**src/hw/rtl/ledc_pkg.sv**
```systemverilog
// shared types and constants of the addressable led chain driver
// no dependencies; imported by ledc_ram users, ledc_wave and the top level

package ledc_pkg;

    localparam int PIX_W          = 24;
    localparam int BIT_CNT_W      = 5;
    localparam int LED_COUNT_W    = 9;
    localparam int PULSE_W        = 8;
    localparam int GAP_W          = 16;
    localparam int CFG_IDX_W      = 3;
    localparam int CFG_DATA_W     = 16;

    localparam logic [BIT_CNT_W-1:0] LAST_BIT = BIT_CNT_W'(PIX_W - 1);

    // operation codes carried in s_tuser
    localparam logic [1:0] OP_WRITE = 2'd0;
    localparam logic [1:0] OP_START = 2'd1;
    localparam logic [1:0] OP_TICK  = 2'd2;

    // configuration register indexes
    localparam logic [CFG_IDX_W-1:0] CFG_LED_COUNT   = 3'd0;
    localparam logic [CFG_IDX_W-1:0] CFG_SHORT_TICKS = 3'd1;
    localparam logic [CFG_IDX_W-1:0] CFG_LONG_TICKS  = 3'd2;
    localparam logic [CFG_IDX_W-1:0] CFG_RESET_TICKS = 3'd3;

    localparam logic [LED_COUNT_W-1:0] LED_COUNT_RST   = 9'd0;
    localparam logic [PULSE_W-1:0]     SHORT_TICKS_RST = 8'd6;
    localparam logic [PULSE_W-1:0]     LONG_TICKS_RST  = 8'd16;
    localparam logic [GAP_W-1:0]       RESET_TICKS_RST = 16'd1080;

    typedef enum logic [1:0] {
        PH_IDLE,
        PH_HIGH,
        PH_LOW,
        PH_LATCH
    } phase_t;

    typedef enum logic [1:0] {
        SQ_CLEAR,
        SQ_IDLE,
        SQ_EXEC
    } seq_state_t;

    typedef struct packed {
        logic start;
        logic tick;
    } wave_cmd_t;

    typedef struct packed {
        phase_t phase;
        phase_t phase_next;
        logic   done;
    } wave_stat_t;

endpackage

```
**src/hw/rtl/ledc_wave.sv**
```systemverilog
// serial waveform engine: bit shift register, bit and pixel counters, tick down counter
// depends on ledc_pkg

module ledc_wave
    import ledc_pkg::*;
#(
    parameter int MAX_LEDS = 256,
    localparam int CW = $clog2(MAX_LEDS + 1),
    localparam int EW = (CW > LED_COUNT_W) ? CW : LED_COUNT_W
) (
    input  logic                 aclk,
    input  logic                 aresetn,
    input  wave_cmd_t            cmd,
    input  logic [EW-1:0]        eff_count,
    input  logic [PULSE_W-1:0]   short_ticks,
    input  logic [PULSE_W-1:0]   long_ticks,
    input  logic [GAP_W-1:0]     reset_ticks,
    input  logic [PIX_W-1:0]     pix_word,
    output logic [EW-1:0]        pixel_count,
    output wave_stat_t           stat
);
    phase_t               phase_reg, phase_next;
    logic [EW-1:0]        pix_reg, pix_next, pix_inc;
    logic [BIT_CNT_W-1:0] bit_reg, bit_next;
    logic [GAP_W-1:0]     tick_reg, tick_next;
    logic [PIX_W-1:0]     shift_reg, shift_next;
    logic                 done;
    logic [GAP_W-1:0]     short_len, long_len, gap_len;

    // a zero duration counts as one tick
    assign short_len = (short_ticks == '0) ? GAP_W'(1) : GAP_W'(short_ticks);
    assign long_len  = (long_ticks == '0) ? GAP_W'(1) : GAP_W'(long_ticks);
    assign gap_len   = (reset_ticks == '0) ? GAP_W'(1) : reset_ticks;
    assign pix_inc   = pix_reg + EW'(1);

    always_ff @(posedge aclk) begin
        if (!aresetn) begin
            phase_reg <= PH_IDLE;
            pix_reg   <= '0;
            bit_reg   <= '0;
            tick_reg  <= '0;
            shift_reg <= '0;
        end else begin
            phase_reg <= phase_next;
            pix_reg   <= pix_next;
            bit_reg   <= bit_next;
            tick_reg  <= tick_next;
            shift_reg <= shift_next;
        end
    end

    always_comb begin
        phase_next = phase_reg;
        pix_next   = pix_reg;
        bit_next   = bit_reg;
        tick_next  = tick_reg;
        shift_next = shift_reg;
        done       = 1'b0;
        if (cmd.start && phase_reg == PH_IDLE) begin
            pix_next = '0;
            bit_next = '0;
            if (eff_count == '0) begin
                shift_next = '0;
                phase_next = PH_LATCH;
                tick_next  = gap_len;
            end else begin
                shift_next = pix_word;
                phase_next = PH_HIGH;
                tick_next  = pix_word[PIX_W-1] ? long_len : short_len;
            end
        end else if (cmd.tick && phase_reg != PH_IDLE) begin
            if (tick_reg > GAP_W'(1)) begin
                tick_next = tick_reg - GAP_W'(1);
            end else begin
                case (phase_reg)
                    PH_HIGH: begin
                        phase_next = PH_LOW;
                        tick_next  = shift_reg[PIX_W-1] ? short_len : long_len;
                    end
                    PH_LOW: begin
                        if (bit_reg < LAST_BIT) begin
                            // next bit of the same pixel moves to the top
                            bit_next   = bit_reg + BIT_CNT_W'(1);
                            shift_next = {shift_reg[PIX_W-2:0], 1'b0};
                            phase_next = PH_HIGH;
                            tick_next  = shift_reg[PIX_W-2] ? long_len : short_len;
                        end else begin
                            bit_next = '0;
                            pix_next = pix_inc;
                            if (pix_inc < eff_count) begin
                                shift_next = pix_word;
                                phase_next = PH_HIGH;
                                tick_next  = pix_word[PIX_W-1] ? long_len : short_len;
                            end else begin
                                phase_next = PH_LATCH;
                                tick_next  = gap_len;
                            end
                        end
                    end
                    PH_LATCH: begin
                        phase_next = PH_IDLE;
                        tick_next  = '0;
                        pix_next   = '0;
                        bit_next   = '0;
                        done       = 1'b1;
                    end
                    default: begin
                        phase_next = phase_reg;
                    end
                endcase
            end
        end
    end

    assign pixel_count     = pix_reg;
    assign stat.phase      = phase_reg;
    assign stat.phase_next = phase_next;
    assign stat.done       = done;

endmodule

```
**config.mk**
```make
export PLATFORM = sky130hd
export DESIGN_NAME = ledc_wave
export DESIGN_NICKNAME = d
export VERILOG_FILES = /design/src/hw/rtl/ledc_pkg.sv /design/src/hw/rtl/ledc_wave.sv
export SDC_FILE = /design/constraint.sdc
export NUM_CORES = 1
export LEC_CHECK = 0
export BUFFER_PORTS_ARGS = -buffer_cell sky130_fd_sc_hd__buf_2
export CORE_UTILIZATION = 56
export DETAILED_ROUTE_END_ITERATION = 8
export HOLD_SLACK_MARGIN = 0.02
export PLACE_DENSITY = 0.83
export SLEW_MARGIN = 20
export SYNTH_ARGS = -nofsm -noshare
export SYNTH_HDL_FRONTEND = slang
export SYNTH_SLANG_ARGS = --single-unit
```
**constraint.sdc**
```tcl
create_clock -name aclk -period 4.1 [get_ports aclk]
set_clock_uncertainty 0.2 [all_clocks]
set_input_delay 0.205 -clock aclk [delete_from_list [all_inputs] [get_ports aclk]]
set_output_delay 0.205 -clock aclk [all_outputs]
set_load 0.01 [all_outputs]
```
; After elaboration in Yosys (flattened, before gate mapping)
; Cells that the tools add are included.
[word_totals]
wordCells = 71
ramBits = 0
memories = 0
latch_bits = 0
romBits = 0
register_bits = 56
[classes]
eq_ne = 5
div = 0
n_mul = 0
reduce_logical = 18
shifts = 0
magnitude_cmp = 3
n_mux = 35
n_addsub = 3
bitwise = 2
[op_table]
columns = operator, count
row1 = $mux W24, 7
row2 = $mux W16, 7
row3 = $pmux W16 S3, 1
row4 = $mux W8, 5
row5 = $pmux W9 S2, 1
row6 = $gt A16 B1 Y1 const B, 1
row7 = $logic_not A16 Y1, 1
row8 = $logic_not A8 Y1, 2
row9 = $sub A16 B1 Y16 const B, 1
row10 = $mux W2, 6
row11 = $pmux W5 S2, 1
row12 = $add A9 B1 Y9 const B, 1
row13 = $logic_not A9 Y1, 1
row14 = $lt A9 B9 Y1, 1
row15 = $mux W9, 1
row16 = $reduce_and A4 Y1, 2
row17 = $reduce_bool A2 Y1, 4
row18 = $pmux W2 S3, 1
row19 = $add A5 B1 Y5 const B, 1
row20 = $lt A5 B5 Y1 const B, 1
row21 = $mux W5, 1
row22 = $reduce_bool A5 Y1, 1
row23 = $eq A2 B2 Y1 const B, 2
row24 = $mux W1, 4
row25 = 9 further kinds, 12

; Logic depth before layout (Yosys ltp)
; Gate-level depths: netlist of the first run.
[depth]
ltp_word = 9
ltp_mapped = 14

; Least setup slack after synthesis of the first run
; OpenSTA, ideal clock, no wires.
[synth_timing]
path_kind = flip-flop to flip-flop
startpoint = register pix_reg[0], in the netlist pixel_count[0]
endpoint = register tick_reg[5]
setup_time_ns = 0.127
stages_incl_launch_ff = 14
required_time_ns = 3.773
period_less_slack_ns = 3.246
path_buffers = 1
t_arrival_ns = 2.919
slack_ns = 0.854
path_cell_list = dfxtp_1 ha_1 and3_1 and3_1 nand3_1 xnor2_1 ha_1 o21ai_0 o21bai_1 a21oi_1 clkbuf_1 mux2i_1 o221ai_1 o2bb2ai_1
[synth_between]
elab_chain_len = 8
[synth_rtl]
columns = element, line_no
row1 = from (decl), ledc_wave.sv:23  ; logic [EW-1:0] pix_reg, pix_next, pix_inc;
row2 = from (signal assigned), ledc_wave.sv:45  ; pix_reg <= pix_next;
row3 = $add A9 B1 Y9, ledc_wave.sv:34  ; assign pix_inc = pix_reg + EW'(1);
row4 = $lt A9 B9 Y1, ledc_wave.sv:90  ; if (pix_inc < eff_count) begin
row5 = $mux W16, ledc_wave.sv:90
row6 = $mux W16, ledc_wave.sv:81  ; if (bit_reg < LAST_BIT) begin
row7 = $pmux W16 S3, ledc_wave.sv:75  ; case (phase_reg)
row8 = $mux W16, ledc_wave.sv:72  ; if (tick_reg > GAP_W'(1)) begin
row9 = $mux W16, ledc_wave.sv:71  ; end else if (cmd.tick && phase_reg != PH_IDLE) begin
row10 = $mux W16, ledc_wave.sv:59  ; if (cmd.start && phase_reg == PH_IDLE) begin
row11 = to (signal assigned), ledc_wave.sv:47  ; tick_reg <= tick_next;
row12 = to (decl), ledc_wave.sv:25  ; logic [GAP_W-1:0] tick_reg, tick_next;
; Every way passes these cells. The select of a mux whose other input is x is not followed.
; A chain may end at the register's enable or synchronous reset.

==> impl_metrics.ini, run 1 <==
[global_routing]
grt_overflow = 0
grt_usage = 0.318
antenna_found_initial = 0
grt_max_degree = 32
grt_pass1_vias = 4046
grt_pass1_wl_um = 19200

[route]
ant_nets = 0
wl_um = 11700
drtPass1Iterations = 5
drtIter0Drc = 539
num_vias = 4410
vias_per_cell = 6.47
wl_per_cell_um = 17.2
drc = 0

[logic_synthesis]
synthAdderAreaFrac = 0.0371
synth.top_cells.by_count = dfxtp_1 (56), nor3_1 (36), nor2_1 (35)
syn-num-nets = 594
yosysWarnings = 0
postSynthCellCount = 513
ys_seq_elements = 56
muxShareOfSynthArea = 0.0738
seq_area_frac_synth = 0.277
synth_top_area_frac = 0.277
synth_largest_area_cell = dfxtp_1
synth_compound_area_frac = 0.273
ys_top_cells_by_area = dfxtp_1 (28%), a211oi_1 (5.9%), mux2i_1 (5.4%)
synth_top_family_by_area = compound AO/OA/AOI/OAI gates
synth_edf_count = 0
synth_ff_type = dfxtp_1
synth_most_common_cell = dfxtp_1
synth_area_um2 = 4050
avgSynthCellArea_um2 = 7.89
synthSimpleGateAreaFrac = 0.252
async_reset_ff_frac = 0
synth_xor_area_frac = 0.0324
synthDistinctLibCells = 65

[power_and_ir_drop]
ir_drop_mv = 0.201
power_density_nw_per_um2 = 350
leakagePower_nw = 1.82

[sta]
rsz0062_at_grt = no
fin_ws_ns = 0.189
hold_viol = 0
fin_crit_ns = 3.91
finalCritPeriodShare = 0.954
slew_headroom = 0.302
setup_viol = 0
worst_hold_slack_ns = 0.0431
worstMarginPinSlew_ns = 1.05
slew_viol_final = 0
fmax_mhz = 256
finalSetupTns_ns = 0

[cells_and_area]
final_layout_size_suffix_gt1_frac = 0.217
largest_reg_flops = 24
diodes = 0
fin_nets = 666
area_growth_syn_to_layout_pct = 15.2
finalNonFillerCells = 682

[placement]
place_ws_ns = 0.359
routabilityCongestion = 0.904
hpwl_um = 8520
dp_cells = 665
portBuffers = 82

[die]
dieArea_um2 = 7580
rows = 30
io_pins = 83
core_area_um2 = 6910
start_util = 0.586
die_x_um = 87.0
die_y_um = 87.0

[worst_setup_path]
critPathKind = flip-flop to output pin
end_kind = output pin
worstPathRequired_ns = 3.69
cp-start-kind = flip-flop
r2r_cells = 12
arrival_ns = 3.51
reg2reg_slack_ns = 0.49
cp_max_fo = 14

[cts]
ctsRootBufferMaster = clkbuf_8
cts-htree-levels = 2
tritoncts = yes
cts.path.max_buffers = 2
cts_made_buffers = 5
postCtsSetupRepairBufs = 0
clk_pin_slew_ns = 0.11
numClockSinks = 56
clk_latency_ns = 0.33

[run]
max_cap_viol_count = 0

[worst_hold_path]
hold_depth = 3
min-delay-path-class = input pin to flip-flop

[outcome]
status = completed
[area by class of cell]
cell class | count | area [um^2]
multi-input combinational | 407 | 2710
fill | 614 | 2240
sequential | 56 | 1120
timing repair buffer | 98 | 553
tap | 96 | 120
clock buffer | 5 | 68.8
inverter | 17 | 63.8
clock inverter | 3 | 26.3
[cell families (layout without fill, tap and decap cells)]
family | count (synthesis) | after routing
AOI/OAI and AO/OA | 159 | 159
muxes | 29 | 29
buffers and inverters | 50 | 123
adders and majority gates | 12 | 12
and+or+nand+nor | 192 | 192
xor gates and xnor gates | 15 | 15
DFF | 56 | 56
[path summary, 6_finish.rpt]
kind,start,endpoint
setup / recovery,pixel_count[0],stat[2]
hold / removal,pix_word[2],shift_reg[2]
setup reg to reg,pixel_count[0],shift_reg[10]
hold reg to reg,shift_reg[0],shift_reg[0]
[repair_timing]
item                                    CTS  global route
hold buffers                              9             0
gates resized for setup                   0             1
endpoints found under the setup margin    0             2
hold endpoints to repair                  9             0
[critical path, stage by stage, from the launching register on]
cell and delay [ns]:
dfxtp_1 0.44, ha_1 0.29, and3_1 0.23, and3_1 0.19, nand3_1 0.10, xnor2_1 0.17, ha_1 0.31, o21ai_0 0.09
o21bai_1 0.22, a21oi_1 0.11, buf_4 0.22, or3_1 0.35, a31oi_1 0.28, buf_2 0.19
[placed cells by master, fill, tap and decap left out, types with 3 or more instances in the layout]
cell,instances
a311oi_1,3
xnor2_1,9
buf_2,82
clkbuf_8,5
nor4_1,14
nand3_1,24
buf_4,7
and2_1,6
a31o_2,4
nand2b_1,4
a21oi_1,25
or2_2,7
a22oi_1,23
mux2i_1,22
a31oi_1,4
o41ai_1,3
dlygate4sd3_1,9
mux2_2,7
xor2_1,6
nor2_1,35
o31ai_1,4
dfxtp_1,56
o2bb2ai_1,3
o211ai_1,3
inv_1,17
or3_1,5
nand4_1,7
a211oi_1,32
o22ai_1,7
ha_1,12
o21ai_0,29
nor3_1,36
nand2_1,33
[layer usage]
| layer | share of wire | track usage |
|---|---|---|
| met3 | 0.087 | 0.0673 |
| met4 | 0.016 | 0.105 |
| met2 | 0.47 | 0.521 |
| met5 | 0 | 0 |
| met1 | 0.43 | 0.415 |
[through the flow]
stage,cell area [um^2],power (mW),utilization
2_1_floorplan,4050,1.12,-
3_3_place_gp,4480,1.27,0.649
3_5_place_dp,4480,1.28,0.649
4_1_cts,4670,1.62,0.676
5_1_grt,4670,1.73,0.676
6_report,4670,1.63,0.676
[where the power goes]
| part | leakage, nW | switching, mW | internal, mW | total, mW |
|---|---|---|---|---|
| logic | 1.32 | 0.373 | 0.251 | 0.624 |
| clock network | 0.0487 | 0.210 | 0.125 | 0.335 |
| registers | 0.459 | 0.0768 | 0.599 | 0.676 |
Note: power is estimated with default switching activity, not from simulation.
==> run 2: changes to the inputs <==
--- a/constraint.sdc
+++ b/constraint.sdc
@@ -4,2 +4,2 @@
 set_output_delay 0.205 -clock aclk [all_outputs]
-set_load 0.01 [all_outputs]
+set_load 0.05 [all_outputs]
==> impl_metrics.ini, run 2 (synthesized netlist as in run 1, its figures left out) <==
[outcome]
status = completed

[die]
io_pins = 83
dieArea_um2 = 7580
rows = 30
die_y_um = 87.0
core_area_um2 = 6910
die_x_um = 87.0
start_util = 0.586

[global_routing]
grt_max_degree = 32
grt_usage = 0.318
grt_pass1_wl_um = 19100
antenna_found_initial = 0
grt_pass1_vias = 4073
grt_overflow = 0

[route]
num_vias = 4416
wl_per_cell_um = 17.2
drtIter0Drc = 470
vias_per_cell = 6.47
wl_um = 11800
ant_nets = 0
drc = 0
drtPass1Iterations = 5

[worst_setup_path]
cpPeakStageDelay_ns = 0.42
crit_buf_inv = 2
path_cells = ha_2, and3_1, and3_1, nand3_1, xnor2_1, ha_1, o21ai_0, o21bai_1, a21oi_1, buf_4, or3_1, a31oi_1, buf_4
end_kind = output pin
arrival_ns = 3.44
slowest_stage = dfxtp_1
worstPathRequired_ns = 3.69
critPathKind = flip-flop to output pin
critical_path.top_delay_family = simple AND/OR/NAND/NOR gates
cp-start-kind = flip-flop
cp_max_fo = 14

[power_and_ir_drop]
leakagePower_nw = 1.82
finalPower_mw = 1.65
ir_drop_mv = 0.247
power_density_nw_per_um2 = 353

[sta]
worst_hold_slack_ns = 0.0426
fin_crit_ns = 3.84
slew_viol_final = 0
finalCritPeriodShare = 0.937
slew_headroom = 0.304
setup_viol = 0
rsz0062_at_grt = yes
worstMarginPinSlew_ns = 1.04
fmax_mhz = 260
hold_viol = 0
fin_ws_ns = 0.259

[cts]
ctsRootBufferMaster = clkbuf_8
clk_pin_slew_ns = 0.11
cts_made_buffers = 5
clk_latency_ns = 0.33
numClockSinks = 56
tritoncts = yes
cts-htree-levels = 2
cts.path.max_buffers = 2
postCtsSetupRepairBufs = 0

[cells_and_area]
area_growth_syn_to_layout_pct = 15.6
design_area_um2 = 4680
largest_reg_flops = 24
finalNonFillerCells = 683
final_layout_size_suffix_gt1_frac = 0.221
diodes = 0
layout_commonest_cell = buf_2
fin_nets = 667
final_cell_mix = buf_2 (81), dfxtp_1 (55), nor3_1 (36)

[placement]
place_ws_ns = 0.290
portBuffers = 82
hpwl_um = 8570
postPlaceCellArea_um2 = 4490
dp_cells = 666
routabilityCongestion = 0.916

[worst_hold_path]
min-delay-path-class = input pin to flip-flop

[run]
max_cap_viol_count = 0
run 2: changes by cell type in the layout (fill, tap and decap cells not counted), sizes merged:
cell	change
inv	-1
buf	+1
clkinvlp	+2
clkbuf	+1
clkinv	-2
run 2: area by class of cell:
type                    instances  area [um^2]
inverters                      17         63.8
clock buffers                   6         82.6
repair buffers                 99          563
multi-input cells             407         2720
fillers                       634         2220
flip-flops and latches         56         1120
clock inverters                 2         15.0
well taps                      96          120
run 2: through the flow:
stage | util | setup TNS [ns]
2_1_floorplan | - | 0
5_1_grt | 0.678 | -0.0388
6_report | 0.678 | 0
3_5_place_dp | 0.650 | 0
3_3_place_gp | 0.650 | 0
4_1_cts | 0.677 | 0
run 2: where the power goes:
| group | leakage, nW | switching [mW] | internal (mW) | total, mW |
|---|---|---|---|---|
| logic | 1.32 | 0.385 | 0.256 | 0.641 |
| clock network | 0.0434 | 0.199 | 0.137 | 0.337 |
| registers | 0.459 | 0.0770 | 0.599 | 0.676 |
| total | 1.82 | 0.661 | 0.993 | 1.65 |
run 2: what timing repair did:
item,CTS,global route
endpoints found under the hold margin,9,0
setup endpoints to repair,0,25
hold buffers,9,0
gates resized for setup,0,5
run 2: layer usage:
layer / vias to the layer above / wire length (um) / GRT usage
li1: 2108 / - / -
met1: 2065 / 5160 / 0.414
met2: 212 / 5350 / 0.518
met3: 31 / 986 / 0.0701
met4: 0 / 286 / 0.115
met5: - / 0 / 0
run 2: worst reg2reg max path, stage by stage, from the launching register on:
cell,delay [ns]
dfxtp_1,0.42
ha_2,0.26
and3_1,0.22
and3_1,0.19
nand3_1,0.09
xnor2_1,0.22
ha_1,0.29
o21ai_0,0.09
o21bai_1,0.12
a21oi_1,0.28
o211a_4,0.39
or2_2,0.48
a211oi_1,0.16
run 2: worst paths after layout:
| kind | from | depth (start not counted) | slack (ns) | to |
|---|---|---|---|---|
| max reg2reg | pixel_count[1] | 12 | 0.54 | shift_reg[3] |
| max | pixel_count[1] | 13 | 0.26 | stat[2] |
| min reg2reg | shift_reg[0] | 2 | 0.29 | shift_reg[0] |
| min | pix_word[20] | 3 | 0.04 | shift_reg[20] |
==> run 3: changes to the inputs <==
BUFFER_PORTS_ARGS = unset   (was -buffer_cell sky130_fd_sc_hd__buf_2)
CORE_UTILIZATION = 40   (was 56)
DONT_BUFFER_PORTS = 1   (was unset)
PLACE_DENSITY = 0.56   (was 0.83)
==> impl_metrics.ini, run 3 (synthesized netlist as in run 1, its figures left out) <==
[outcome]
status = completed

[cts]
ctsResizeCount = 0
ctsRootBufferMaster = clkbuf_8
clk_latency_ns = 0.32
cts.path.max_buffers = 2
numClockSinks = 56
cts_made_buffers = 5
tritoncts = yes
clk_pin_slew_ns = 0.12
cts-htree-levels = 2

[global_routing]
grt_max_degree = 32
grt_pass1_wl_um = 20000
antenna_found_initial = 0
grt_overflow = 0
grt_usage = 0.244
grt_pass1_vias = 3853

[sta]
rsz0062_at_grt = no
fmax_mhz = 262
finalCritPeriodShare = 0.931
slew_viol_final = 0
finalSetupTns_ns = 0
fin_crit_ns = 3.82
slew_headroom = 0.415
hold_viol = 0
setup_viol = 0
worstMarginPinSlew_ns = 0.870
fin_ws_ns = 0.281

[cells_and_area]
design_area_um2 = 4720
post-route-util = 0.482
final_cell_mix = dfxtp_1 (56), nor3_1 (36), dlygate4sd3_1 (36)
layout_commonest_cell = dfxtp_1
diodes = 0
fin_nets = 627
largest_reg_flops = 24
fillers = 995
final_layout_size_suffix_gt1_frac = 0.112
area_growth_syn_to_layout_pct = 16.4

[route]
vias_per_cell = 6.17
drtPass1Iterations = 5
drtIter0Drc = 222
wl_um = 12700
drc = 0
wl_per_cell_um = 18.7
num_vias = 4193
ant_nets = 0

[die]
die_x_um = 103
core_area_um2 = 9770
io_pins = 83
rows = 36
start_util = 0.414
die_y_um = 103
dieArea_um2 = 10500

[placement]
routabilityCongestion = 0.871
postPlaceCellArea_um2 = 4240
hpwl_um = 9170
portBuffers = 0
place_ws_ns = 0.429

[worst_hold_path]
min-delay-path-class = input pin to flip-flop
hold_depth = 3
min_to = tick_reg[2]
hold_path_startpoint = reset_ticks[2]

[power_and_ir_drop]
leakagePower_nw = 1.69
ir_drop_mv = 0.182
power_density_nw_per_um2 = 358

[run]
max_cap_viol_count = 0

[worst_setup_path]
reg2reg_slack_ns = 0.42
critPathKind = flip-flop to output pin
rr_endpoint = shift_reg[12]
end_kind = output pin
worstReg2RegStart = pixel_count[0]
arrival_ns = 3.41
cp-start-kind = flip-flop
r2r_cells = 12
cp_max_fo = 14
worstPathRequired_ns = 3.69
-- run 3: layout make-up --
type,instances,area (um^2),area share
clock inverter,3,42.5,0.00902
sequential,56,1120,0.238
tap,133,166,0.0353
clock buffer,5,68.8,0.0146
timing repair buffer,59,533,0.113
inverter,17,63.8,0.0135
multi-input combinational,407,2720,0.577
-- run 3: metrics by stage --
stage / hold WS [ns] / power (mW) / instances
floorplan: 0.139 / 1.14 / 513
global placement: 0.132 / 1.27 / 636
detailed placement: 0.132 / 1.28 / 636
CTS: 0.0230 / 1.69 / 680
global route: 0.0388 / 1.79 / 680
finish: 0.0302 / 1.69 / 680
-- run 3: timing repair --
action                    in CTS  in global routing
hold endpoints to repair      44                  0
hold buffers                  36                  0
setup buffers                  0                  0
-- run 3: worst max-delay path by stage --
stage / from / to / slack, ns / depth (start not counted)
5_1_grt: pixel_count[0] / shift_reg[23] / 0.05 / 12
4_1_cts: pixel_count[1] / stat[2] / 0.31 / 13
6_report: pixel_count[0] / stat[2] / 0.28 / 13
2_1_floorplan: pixel_count[0] / phase_reg[1] / 0.05 / 12
3_5_place_dp: pixel_count[1] / shift_reg[3] / 0.43 / 12
3_3_place_gp: pixel_count[0] / shift_reg[23] / 0.56 / 12
-- run 3: metal layers --
layer,vias up,share of wire,GRT usage
met2,160,0.46,0.388
met4,0,0.020,0.0857
met5,-,0,0
li1,2022,-,-
met1,1992,0.45,0.325
met3,19,0.078,0.0536
-- run 3: worst max-delay path, cell delays in order (launching register included) --
cell,delay [ns]
dfxtp_1,0.36
ha_1,0.26
and3_1,0.22
and3_1,0.18
nand3_1,0.09
xnor2_1,0.16
ha_1,0.30
o21ai_0,0.08
o21bai_1,0.23
a21oi_1,0.12
buf_4,0.22
or3_1,0.35
a31oi_1,0.29
buf_4,0.26
-- run 3: power breakdown --
part           total [mW]  switching, mW  internal [mW]
clock               0.382          0.201          0.181
combinational       0.633          0.374          0.259
sequential          0.675         0.0761          0.599
total                1.69          0.651           1.04
